### src/hw/rtl/tem_pkg.sv
`default_nettype none

package tem_pkg;

   localparam int STATUS_W  = 2;
   localparam int VOLT_W    = 16;
   localparam int CURR_W    = 18;
   localparam int TIME_W    = 32;
   localparam int ENERGY_W  = 63;
   localparam int CHARGE_W  = 64;

   localparam logic [ENERGY_W-1:0] ENERGY_MAX = {ENERGY_W{1'b1}};
   localparam logic [CHARGE_W-1:0] CHARGE_MAX = {1'b0, {(CHARGE_W-1){1'b1}}};
   localparam logic [CHARGE_W-1:0] CHARGE_MIN = {1'b1, {(CHARGE_W-1){1'b0}}};

   // request opcodes
   localparam logic OP_SAMPLE = 1'b0;
   localparam logic OP_CLEAR  = 1'b1;

   typedef enum logic [STATUS_W-1:0] {
      ST_PRIMED  = 2'd0,
      ST_INTEG   = 2'd1,
      ST_SKIP    = 2'd2,
      ST_CLEARED = 2'd3
   } status_type;

   typedef enum logic [3:0] {
      S_IDLE,
      S_POWER_S,
      S_POWER_B,
      S_SUMS,
      S_MUL_LO,
      S_MUL_HI,
      S_ADD,
      S_ACCUM,
      S_DONE
   } state_type;

endpackage

`default_nettype wire

### src/hw/rtl/trapezoid_energy_meter.sv
// An integrating sample runs S_POWER_S, S_POWER_B, S_SUMS, then S_MUL_LO, S_MUL_HI, S_ADD
// and S_ACCUM per area, then S_DONE; a first or zero-interval sample jumps from S_SUMS, a
// clear from S_IDLE, to S_DONE. No new sample is taken until the result is in the output
// register. The four areas share one 18x32 multiplier and 63/64-bit saturating adders.
// Reset (synchronous, active high) zeroes all totals and history and drops rsp_valid.
`default_nettype none

module trapezoid_energy_meter (
   input  wire                                 clock,
   input  wire                                 reset,
   // sample transaction
   input  wire                                 req_valid,
   output logic                                req_ready,
   input  wire                                 req_op,
   input  wire  [tem_pkg::VOLT_W-1:0]          req_battery_voltage,
   input  wire  signed [tem_pkg::CURR_W-1:0]   req_battery_current,
   input  wire  [tem_pkg::VOLT_W-1:0]          req_solar_voltage,
   input  wire  signed [tem_pkg::CURR_W-1:0]   req_solar_current,
   input  wire  [tem_pkg::TIME_W-1:0]          req_sample_time,
   // result transaction
   output logic                                rsp_valid,
   input  wire                                 rsp_ready,
   output logic [tem_pkg::STATUS_W-1:0]        rsp_status,
   output logic [tem_pkg::ENERGY_W-1:0]        rsp_solar_energy,
   output logic [tem_pkg::ENERGY_W-1:0]        rsp_charge_energy,
   output logic [tem_pkg::ENERGY_W-1:0]        rsp_discharge_energy,
   output logic signed [tem_pkg::CHARGE_W-1:0] rsp_net_charge
);

   import tem_pkg::*;

   // Sequencer
   state_type state_ff, state_in;
   logic [1:0] sel_ff, sel_in;          // which area: solar, charge, discharge, net

   // Latched sample
   logic [15:0]        bv_ff, bv_in, sv_ff, sv_in;
   logic signed [17:0] bi_ff, bi_in, si_ff, si_in;
   logic [31:0]        t_ff, t_in, dt_ff, dt_in;

   // Shared multiplier (registered product) and area register
   logic [17:0] mul_a;
   logic [31:0] mul_b;
   logic [49:0] mul_ff, mul_in;
   logic [65:0] area_ff, area_in;

   // Powers and trapezoid heights (sum of both ends, as magnitudes)
   logic signed [34:0] ps_ff, ps_in;
   logic [33:0]        mag_ff [4];
   logic [33:0]        mag_in [4];
   logic               sneg_ff, sneg_in, ineg_ff, ineg_in;

   // Running totals
   logic [62:0]        solar_ff, solar_in, charge_ff, charge_in, dis_ff, dis_in;
   logic signed [63:0] bal_ff, bal_in;

   // History
   logic signed [34:0] last_ps_ff, last_ps_in;
   logic [33:0]        last_pc_ff, last_pc_in, last_pd_ff, last_pd_in;
   logic signed [17:0] last_bi_ff, last_bi_in;
   logic [31:0]        last_time_ff, last_time_in;
   logic               have_prev_ff, have_prev_in;

   status_type status_ff, status_in;

   // Output register
   logic               rsp_valid_ff, rsp_valid_in;
   status_type         rsp_status_ff, rsp_status_in;
   logic [62:0]        rsp_solar_ff, rsp_solar_in, rsp_charge_ff, rsp_charge_in;
   logic [62:0]        rsp_dis_ff, rsp_dis_in;
   logic signed [63:0] rsp_net_ff, rsp_net_in;

   // Datapath helpers
   logic [17:0] si_abs, bi_abs;
   logic [34:0] ps_mag;
   logic [33:0] pb_mag, pc_new, pd_new, mag_sel;
   logic        charging;
   logic signed [35:0] ssum;
   logic [35:0] smag_full;
   logic [34:0] csum, dsum;
   logic signed [18:0] isum;
   logic [18:0] imag;
   logic [62:0] sat_mag, acc_u, u_res;
   logic        neg_u;
   logic [64:0] delta65, sum65;
   logic [63:0] s_res;
   logic        rsp_load;

   assign si_abs   = si_ff[17] ? 18'(-si_ff) : 18'(si_ff);
   assign bi_abs   = bi_ff[17] ? 18'(-bi_ff) : 18'(bi_ff);
   assign ps_mag   = {1'b0, mul_ff[33:0]};
   assign pb_mag   = mul_ff[33:0];
   // battery power is positive only for a positive current
   assign charging = !bi_ff[17] && (bi_ff != '0);
   assign pc_new   = charging ? pb_mag : '0;
   assign pd_new   = charging ? '0 : pb_mag;

   assign ssum      = {last_ps_ff[34], last_ps_ff} + {ps_ff[34], ps_ff};
   assign smag_full = ssum[35] ? 36'(-ssum) : 36'(ssum);
   assign csum      = {1'b0, last_pc_ff} + {1'b0, pc_new};
   assign dsum      = {1'b0, last_pd_ff} + {1'b0, pd_new};
   assign isum      = {last_bi_ff[17], last_bi_ff} + {bi_ff[17], bi_ff};
   assign imag      = isum[18] ? 19'(-isum) : 19'(isum);

   assign mag_sel = mag_ff[sel_ff];
   assign mul_in  = {32'd0, mul_a} * {18'd0, mul_b};

   // Area clamp, then saturating accumulate into the selected total
   assign sat_mag = (area_ff[65:63] != '0) ? ENERGY_MAX : area_ff[62:0];
   always_comb begin
      unique case (sel_ff)
         2'd1:    acc_u = charge_ff;
         2'd2:    acc_u = dis_ff;
         default: acc_u = solar_ff;
      endcase
   end
   assign neg_u = (sel_ff == 2'd0) && sneg_ff;
   always_comb begin
      if (neg_u) begin
         u_res = (sat_mag >= acc_u) ? '0 : acc_u - sat_mag;
      end else begin
         u_res = (sat_mag >= ENERGY_MAX - acc_u) ? ENERGY_MAX : acc_u + sat_mag;
      end
   end
   assign delta65 = ineg_ff ? 65'(-{2'b00, sat_mag}) : {2'b00, sat_mag};
   assign sum65   = {bal_ff[63], bal_ff} + delta65;
   always_comb begin
      if (sum65[64] != sum65[63]) begin
         s_res = sum65[64] ? CHARGE_MIN : CHARGE_MAX;
      end else begin
         s_res = sum65[63:0];
      end
   end

   // Next state and datapath control
   always_comb begin
      state_in     = state_ff;
      sel_in       = sel_ff;
      bv_in        = bv_ff;
      bi_in        = bi_ff;
      sv_in        = sv_ff;
      si_in        = si_ff;
      t_in         = t_ff;
      dt_in        = dt_ff;
      area_in      = area_ff;
      ps_in        = ps_ff;
      mag_in       = mag_ff;
      sneg_in      = sneg_ff;
      ineg_in      = ineg_ff;
      solar_in     = solar_ff;
      charge_in    = charge_ff;
      dis_in       = dis_ff;
      bal_in       = bal_ff;
      last_ps_in   = last_ps_ff;
      last_pc_in   = last_pc_ff;
      last_pd_in   = last_pd_ff;
      last_bi_in   = last_bi_ff;
      last_time_in = last_time_ff;
      have_prev_in = have_prev_ff;
      status_in    = status_ff;
      mul_a        = '0;
      mul_b        = '0;
      req_ready    = 1'b0;
      rsp_load     = 1'b0;

      unique case (state_ff)
         S_IDLE: begin
            req_ready = 1'b1;
            if (req_valid) begin
               bv_in = req_battery_voltage;
               bi_in = req_battery_current;
               sv_in = req_solar_voltage;
               si_in = req_solar_current;
               t_in  = req_sample_time;
               dt_in = req_sample_time - last_time_ff;   // wraps modulo 2^32
               if (req_op == OP_CLEAR) begin
                  solar_in     = '0;
                  charge_in    = '0;
                  dis_in       = '0;
                  bal_in       = '0;
                  last_ps_in   = '0;
                  last_pc_in   = '0;
                  last_pd_in   = '0;
                  last_bi_in   = '0;
                  last_time_in = '0;
                  have_prev_in = 1'b0;
                  status_in    = ST_CLEARED;
                  state_in     = S_DONE;
               end else begin
                  state_in = S_POWER_S;
               end
            end
         end
         S_POWER_S: begin
            mul_a    = si_abs;
            mul_b    = {16'd0, sv_ff};
            state_in = S_POWER_B;
         end
         S_POWER_B: begin
            mul_a    = bi_abs;
            mul_b    = {16'd0, bv_ff};
            ps_in    = si_ff[17] ? -$signed(ps_mag) : $signed(ps_mag);
            state_in = S_SUMS;
         end
         S_SUMS: begin
            if (have_prev_ff && (dt_ff == '0)) begin
               status_in = ST_SKIP;
               state_in  = S_DONE;
            end else begin
               last_ps_in   = ps_ff;
               last_pc_in   = pc_new;
               last_pd_in   = pd_new;
               last_bi_in   = bi_ff;
               last_time_in = t_ff;
               have_prev_in = 1'b1;
               if (!have_prev_ff) begin
                  status_in = ST_PRIMED;
                  state_in  = S_DONE;
               end else begin
                  mag_in[0] = smag_full[33:0];
                  mag_in[1] = csum[33:0];
                  mag_in[2] = dsum[33:0];
                  mag_in[3] = {15'd0, imag};
                  sneg_in   = ssum[35];
                  ineg_in   = isum[18];
                  sel_in    = 2'd0;
                  status_in = ST_INTEG;
                  state_in  = S_MUL_LO;
               end
            end
         end
         S_MUL_LO: begin
            mul_a    = {1'b0, mag_sel[16:0]};
            mul_b    = dt_ff;
            state_in = S_MUL_HI;
         end
         S_MUL_HI: begin
            mul_a    = {1'b0, mag_sel[33:17]};
            mul_b    = dt_ff;
            area_in  = {16'd0, mul_ff};
            state_in = S_ADD;
         end
         S_ADD: begin
            area_in  = area_ff + {mul_ff[48:0], 17'd0};
            state_in = S_ACCUM;
         end
         S_ACCUM: begin
            unique case (sel_ff)
               2'd0: solar_in  = u_res;
               2'd1: charge_in = u_res;
               2'd2: dis_in    = u_res;
               2'd3: bal_in    = s_res;
            endcase
            if (sel_ff == 2'd3) begin
               state_in = S_DONE;
            end else begin
               sel_in   = sel_ff + 2'd1;
               state_in = S_MUL_LO;
            end
         end
         S_DONE: begin
            if (!rsp_valid_ff || rsp_ready) begin
               rsp_load = 1'b1;
               state_in = S_IDLE;
            end
         end
         default: state_in = S_IDLE;
      endcase
   end

   // Output register: holds a finished result while the next sample is taken
   always_comb begin
      rsp_valid_in  = rsp_load || (rsp_valid_ff && !rsp_ready);
      rsp_status_in = rsp_load ? status_ff : rsp_status_ff;
      rsp_solar_in  = rsp_load ? solar_ff  : rsp_solar_ff;
      rsp_charge_in = rsp_load ? charge_ff : rsp_charge_ff;
      rsp_dis_in    = rsp_load ? dis_ff    : rsp_dis_ff;
      rsp_net_in    = rsp_load ? bal_ff    : rsp_net_ff;
   end

   always_ff @(posedge clock) begin
      if (reset) begin
         state_ff     <= S_IDLE;
         rsp_valid_ff <= 1'b0;
      end else begin
         state_ff     <= state_in;
         rsp_valid_ff <= rsp_valid_in;
      end
   end

   always_ff @(posedge clock) begin
      if (reset) begin
         solar_ff     <= '0;
         charge_ff    <= '0;
         dis_ff       <= '0;
         bal_ff       <= '0;
         last_ps_ff   <= '0;
         last_pc_ff   <= '0;
         last_pd_ff   <= '0;
         last_bi_ff   <= '0;
         last_time_ff <= '0;
         have_prev_ff <= 1'b0;
      end else begin
         solar_ff     <= solar_in;
         charge_ff    <= charge_in;
         dis_ff       <= dis_in;
         bal_ff       <= bal_in;
         last_ps_ff   <= last_ps_in;
         last_pc_ff   <= last_pc_in;
         last_pd_ff   <= last_pd_in;
         last_bi_ff   <= last_bi_in;
         last_time_ff <= last_time_in;
         have_prev_ff <= have_prev_in;
      end
   end

   always_ff @(posedge clock) begin
      sel_ff        <= sel_in;
      bv_ff         <= bv_in;
      bi_ff         <= bi_in;
      sv_ff         <= sv_in;
      si_ff         <= si_in;
      t_ff          <= t_in;
      dt_ff         <= dt_in;
      mul_ff        <= mul_in;
      area_ff       <= area_in;
      ps_ff         <= ps_in;
      mag_ff        <= mag_in;
      sneg_ff       <= sneg_in;
      ineg_ff       <= ineg_in;
      status_ff     <= status_in;
      rsp_status_ff <= rsp_status_in;
      rsp_solar_ff  <= rsp_solar_in;
      rsp_charge_ff <= rsp_charge_in;
      rsp_dis_ff    <= rsp_dis_in;
      rsp_net_ff    <= rsp_net_in;
   end

   assign rsp_valid            = rsp_valid_ff;
   assign rsp_status           = rsp_status_ff;
   assign rsp_solar_energy     = rsp_solar_ff;
   assign rsp_charge_energy    = rsp_charge_ff;
   assign rsp_discharge_energy = rsp_dis_ff;
   assign rsp_net_charge       = rsp_net_ff;

endmodule

`default_nettype wire

### config.mk
export PLATFORM = sky130hd
export DESIGN_NAME = trapezoid_energy_meter
export DESIGN_NICKNAME = d
export VERILOG_FILES = /design/src/hw/rtl/tem_pkg.sv /design/src/hw/rtl/trapezoid_energy_meter.sv
export SDC_FILE = /design/constraint.sdc
export NUM_CORES = 2
export LEC_CHECK = 0
export ABC_CLOCK_PERIOD_IN_PS = 20800
export BUFFER_PORTS_ARGS = -buffer_cell sky130_fd_sc_hd__buf_2
export CAP_MARGIN = 10
export CORE_AREA = 8 8 438 440
export DETAILED_ROUTE_END_ITERATION = 8
export DIE_AREA = 0 0 446 448
export HOLD_SLACK_MARGIN = 0.1
export PLACE_DENSITY = 0.7
export SLEW_MARGIN = 10
export SYNTH_ARGS = -nofsm -noshare
export SYNTH_HDL_FRONTEND = slang
export SYNTH_SLANG_ARGS = --single-unit
### constraint.sdc
create_clock -name clock -period 20.8 [get_ports clock]
set_input_delay 4.16 -clock clock [delete_from_list [all_inputs] [get_ports clock]]
set_output_delay 4.16 -clock clock [all_outputs]
set_load 0.05 [all_outputs]
# Word level (Yosys, flattened, before mapping)
# Index checks and enable logic that the tools add are counted.
# classes
n_mux	74
magnitude_cmp	3
addsub	17
mul	1
reduce_logical	29
n_eq_ne	22
bitwise	2
# op_table
cell	count
$mux W63	9
$pmux W63 S2	4
$mux W34	10
$mux W64	5
$pmux W34 S2	2
$pmux W66 S2	1
$pmux W64 S2	1
$ge A63 B63 Y1	2
$mux W18	6
$mux W35	3
$mux W32	3
$pmux W32 S3	1
$pmux W18 S4	1
$pmux W35 S2	1
$add A34 B34 Y34	2
$bmux W34 S2	1
$add A66 B66 Y66	1
$add A65 B65 Y65	1
$mux W65	1
$neg A63 Y65	1
$pmux W32 S2	1
$add A63 B63 Y63	1
$sub A63 B63 Y63	1
$sub A63 B63 Y63 const A	1
41 further kinds	88
# totals
register_bits	1077
inputBits	105
output_inout_bits	257

# Depth between registers and ports, before layout
# depth
ltp_word	9
mapped_depth	36
depth_no_buf	34

# Least setup slack after synthesis
# No wires, ideal clock.
# synth_timing
path_kind	in2reg
startpoint	input port rsp_ready
endpoint	register rsp_charge_ff[0], in the netlist rsp_charge_energy[0], enable pin
stages	2
path_buffers	0
arrival_ns	14.823
slack_ns	5.100
cell_sequence	nor2b_1 > nor2_1
# synth_between
elab_chain_cells	3
# synth_rtl
item	line	text
start, declared	trapezoid_energy_meter.sv:22	input wire rsp_ready,
$logic_or A1 B1 Y1	trapezoid_energy_meter.sv:262	if (!rsp_valid_ff || rsp_ready) begin
$mux W1	trapezoid_energy_meter.sv:262	
$mux W1	trapezoid_energy_meter.sv:166	unique case (state_ff)
via rsp_load	trapezoid_energy_meter.sv:87	logic rsp_load;
end signal, assigned	trapezoid_energy_meter.sv:334	rsp_charge_ff <= rsp_charge_in;
end, declared	trapezoid_energy_meter.sv:69	logic [62:0] rsp_solar_ff, rsp_solar_in, rsp_charge_ff, rsp_charge_in;
# The timed path passes the listed nets, and every way through them passes these cells.
# A chain may end at the register's enable or synchronous reset.

# Final worst setup path
# layout_timing
startpoint	register state_ff[1]
endpoint	register mul_ff[49]
# layout_between
elab_chain_cells	4
word_cells_on_any_way	8
classes_between	1 x mul; 4 x eq/ne; 2 x mux; 1 x reduce/logical
# layout_rtl
item	line	text
start, declared	trapezoid_energy_meter.sv:33	state_type state_ff, state_in;
start signal, assigned	trapezoid_energy_meter.sv:286	state_ff <= state_in;
$eq A4 B3 Y1	trapezoid_energy_meter.sv:166	
$reduce_or A2 Y1 (no line)	n/a	
$pmux W32 S3	trapezoid_energy_meter.sv:166	
$mul A18 B32 Y50 *	trapezoid_energy_meter.sv:106	assign mul_in = {32'd0, mul_a} * {18'd0, mul_b};
via mul_in[49]	trapezoid_energy_meter.sv:44	logic [49:0] mul_ff, mul_in;
end signal, assigned	trapezoid_energy_meter.sv:325	mul_ff <= mul_in;
end, declared	trapezoid_energy_meter.sv:44	
# Mark *: on every way through the listed nets, which the timed path passes. The rest lies on a longest branch.

==> run metrics <==
maximum vdd drop 0.0954 mV; Core Rows roughly 160; Final Max Tran Viols 0; P&R area growth vs syn 9.53%; EDFF count, synth ~600; Placed Area between 80000 and 90000 sq um; clock sink count 1077; Crit path top cell by count fa_1; status finished clean; die width 446 um; hold-fix buffers at CTS 0; worst reg2reg path depth 28; Largest stage delay, worst path 830 ps; CTS resizes 0; count of input and output buffers 361; die span in y 448 um; Skew-Pair Late Insertion Delay 780 ps; Crit path required time 21400 ps; Tot GR Track Use 27.4%; vias 70921; Static Leak 38.0 nW; fmax 94.0 MHz; CP max-delay cell o41ai_1; Pre-antenna DRT Iters 6; sequential fraction of the synthesis area 33.6%; Yosys warnings 0; Routed WL approximately 290000 um; largest net degree at the start of global routing 98; worst-margin pin slew between 1000 and 1500 ps; Die ar. 200000 sq um; IO Pins 362; syn_area_per_cell 8.99 sq um; H-tree levels 3; Residual DRC 0; clock root buffer clkbuf_16; CP Data Arrival Time 11240 ps; Clock Path Buffers 3; Hold Path Class flop to flop; DR iter-0 viols around 7300; grt ovf 0; Post-synth ARST share 0%; antenna violations before repair 13; fin crit period 10640 ps; Final Hold Vio Count 0; post-synth cell types 103; crit end category flop; Power Dens Cells 62.1 nW/um^2; Hold WS 421 ps; skew final 54.4 ps; Final TNS setup 0 ps; Core Region 185000 sq um; RSZ-0062 raised after global routing false; Setup Crit Path Kind flop to flop; hold path startpoint status_ff[1]; TritonCTS clock tree done; share of cells above drive strength 1 under 10%; Final setup violation count 0; Endpoint, Worst Hold rsp_status[1]; Mapped Area 82500 sq um; top post-synthesis cells by area edfxtp_1 22%, fa_1 12%, dfxtp_1 11%, ha_1 7.9%, nand2_1 5.3%; Top FF cell, synth edfxtp_1; # fillers 17225; Synth area leader edfxtp_1; Final #Nets 10390; vias in the first global route between 60000 and 70000; Max-cap violations 0; initial core utilization between 40% and 50%; Routed Antenna Nets 0; slew margin rel. 16.2%; GPL Wtd Cong 0.998; CP startpoint kind flop; first-pass GRT wire length ~430000 um; Yosys reg bits ~1100; Post-CTS Repair Setup Buffers 0; Layout Cells excl Fill 11861; Worst R2R End mul_ff[49]; R2R Setup Slk 10160 ps; Min-Delay Path Depth 0; Avg WL per Cell 24.0 um; clk slew on worst S/H paths 60 ps; CP Max Fanout 54; vias per inst 5.98; fin area 90400 sq um; Cells after Synth 9178; FF-to-FF Start state_ff[1]; TritonCTS buffer count 114; Post-Place Cells between 10000 and 15000; final worst path period share 51.2%; HPWL Detailed 219000 um; Synth top area share 22.4%
==> layer usage <==
layer / track usage [%] / part of all wire (%) / wire [um] / up-vias
met5: 0 / 0.025 / 70 / -
met4: 12.4 / 5.3 / 15100 / 10
met3: 4.84 / 8.7 / 24900 / 671
met2: 45.7 / 46 / 132000 / 3453
met1: 34.9 / 40 / 113000 / 34612
li1: - / - / - / 32175
==> critical path, delay by kind of cell (launching register included) <==
| kind | cells | cell delay, ps |
|---|---|---|
| AO/OA/AOI/OAI | 10 | 3570 |
| XOR/XNOR | 1 | 150 |
| adder cells (fa/ha/maj) | 7 | 3440 |
| buffers and inverters | 5 | 970 |
| flip-flops | 1 | 600 |
| AND/OR/NAND/NOR | 5 | 1690 |
==> layout make-up <==
| class | count | area (sq um) | area share (%) |
|---|---|---|---|
| Clock buffer | 143 | 3110 | 3.44 |
| Inverter | 821 | 3080 | 3.41 |
| Tap cell | 2480 | 3100 | 3.43 |
| Clock inverter | 72 | 646 | 0.714 |
| Multi-Input combinational cell | 6793 | 50100 | 55.4 |
| Timing Repair Buffer | 466 | 2630 | 2.90 |
| Antenna cell | 9 | 22.5 | 0.0249 |
| Sequential cell | 1077 | 27700 | 30.7 |
==> cell usage after synthesis (95+ instances only) <==
master / n
fa_1: 489
o21ai_0: 353
and2_1: 154
nor3_1: 115
ha_1: 523
dfxtp_1: 462
inv_1: 815
nand2_1: 1164
o21bai_1: 95
a21o_1: 167
a22oi_1: 182
xor2_1: 125
clkbuf_1: 425
nand3_1: 234
nor2b_1: 103
edfxtp_1: 615
nand2b_1: 103
xnor2_1: 320
a21oi_1: 763
nor2_1: 727
==> power by group <==
group | internal (W) | switching (W) | leakage (nW)
combinational | 0.000331 | 0.000759 | 26.6
sequential | 0.00238 | 0.0000965 | 9.53
clock | 0.00114 | 0.000902 | 1.82
==> state kept, by name (all words and copies together), names as in the netlist, 4 cells and up <==
| name | flops |
|---|---|
| last_pd_ff | 34 |
| solar_ff | 63 |
| ps_ff | 35 |
| dis_ff | 63 |
| state_ff | 4 |
| si_ff | 18 |
| rsp_solar_energy | 63 |
| rsp_charge_energy | 63 |
| mul_ff | 50 |
| rsp_discharge_energy | 63 |
| dt_ff | 32 |
| bal_ff | 64 |
| last_bi_ff | 18 |
| bi_ff | 18 |
| last_pc_ff | 34 |
| mag_ff | 121 |
| t_ff | 32 |
| rsp_net_charge | 64 |
| last_time_ff | 32 |
| area_ff | 66 |
| last_ps_ff | 35 |
| bv_ff | 16 |
| sv_ff | 16 |
| charge_ff | 63 |
==> placed cells by master, fill, tap and decap left out, drive strengths merged, types with 236 or more instances in the layout <==
cell    instances
dfxtp         462
nand2        1164
nor2          727
fa            489
edfxtp        615
o21ai         360
inv           824
ha            523
xnor2         320
buf           466
a21oi         764
nand3         236
==> logic make-up after synthesis <==
family | after synthesis | synth area share [%]
compound gates | 2266 | 18.0
xor+xnor | 445 | 4.72
fa+ha+maj | 1013 | 19.8
buf+inv | 1322 | 6.13
flops | 1077 | 33.6
mux | 45 | 0.840
other cells | 2 | 0.00910
simple gates | 3008 | 16.9
==> stage by stage <==
stage               util (%)  power (W)  worst slack (ps)
floorplan                  -    0.00325              5100
global placement        46.9    0.00357             10700
detailed placement      46.9    0.00359             10150
CTS                     48.9    0.00562             10060
global route            48.9    0.00580              9730
finish                  49.0    0.00561             10160
==> worst max path at each step <==
stage                           start                    to  slack (ps)
after floorplan             rsp_ready  rsp_charge_energy[0]        5100
after global placement    state_ff[2]            mul_ff[49]       10700
after detailed placement  state_ff[2]            mul_ff[49]       10150
after CTS                 state_ff[2]            mul_ff[49]       10060
after global routing      state_ff[1]            mul_ff[49]        9730
final                     state_ff[1]            mul_ff[49]       10160
Note: power is estimated with default switching activity, not from simulation.
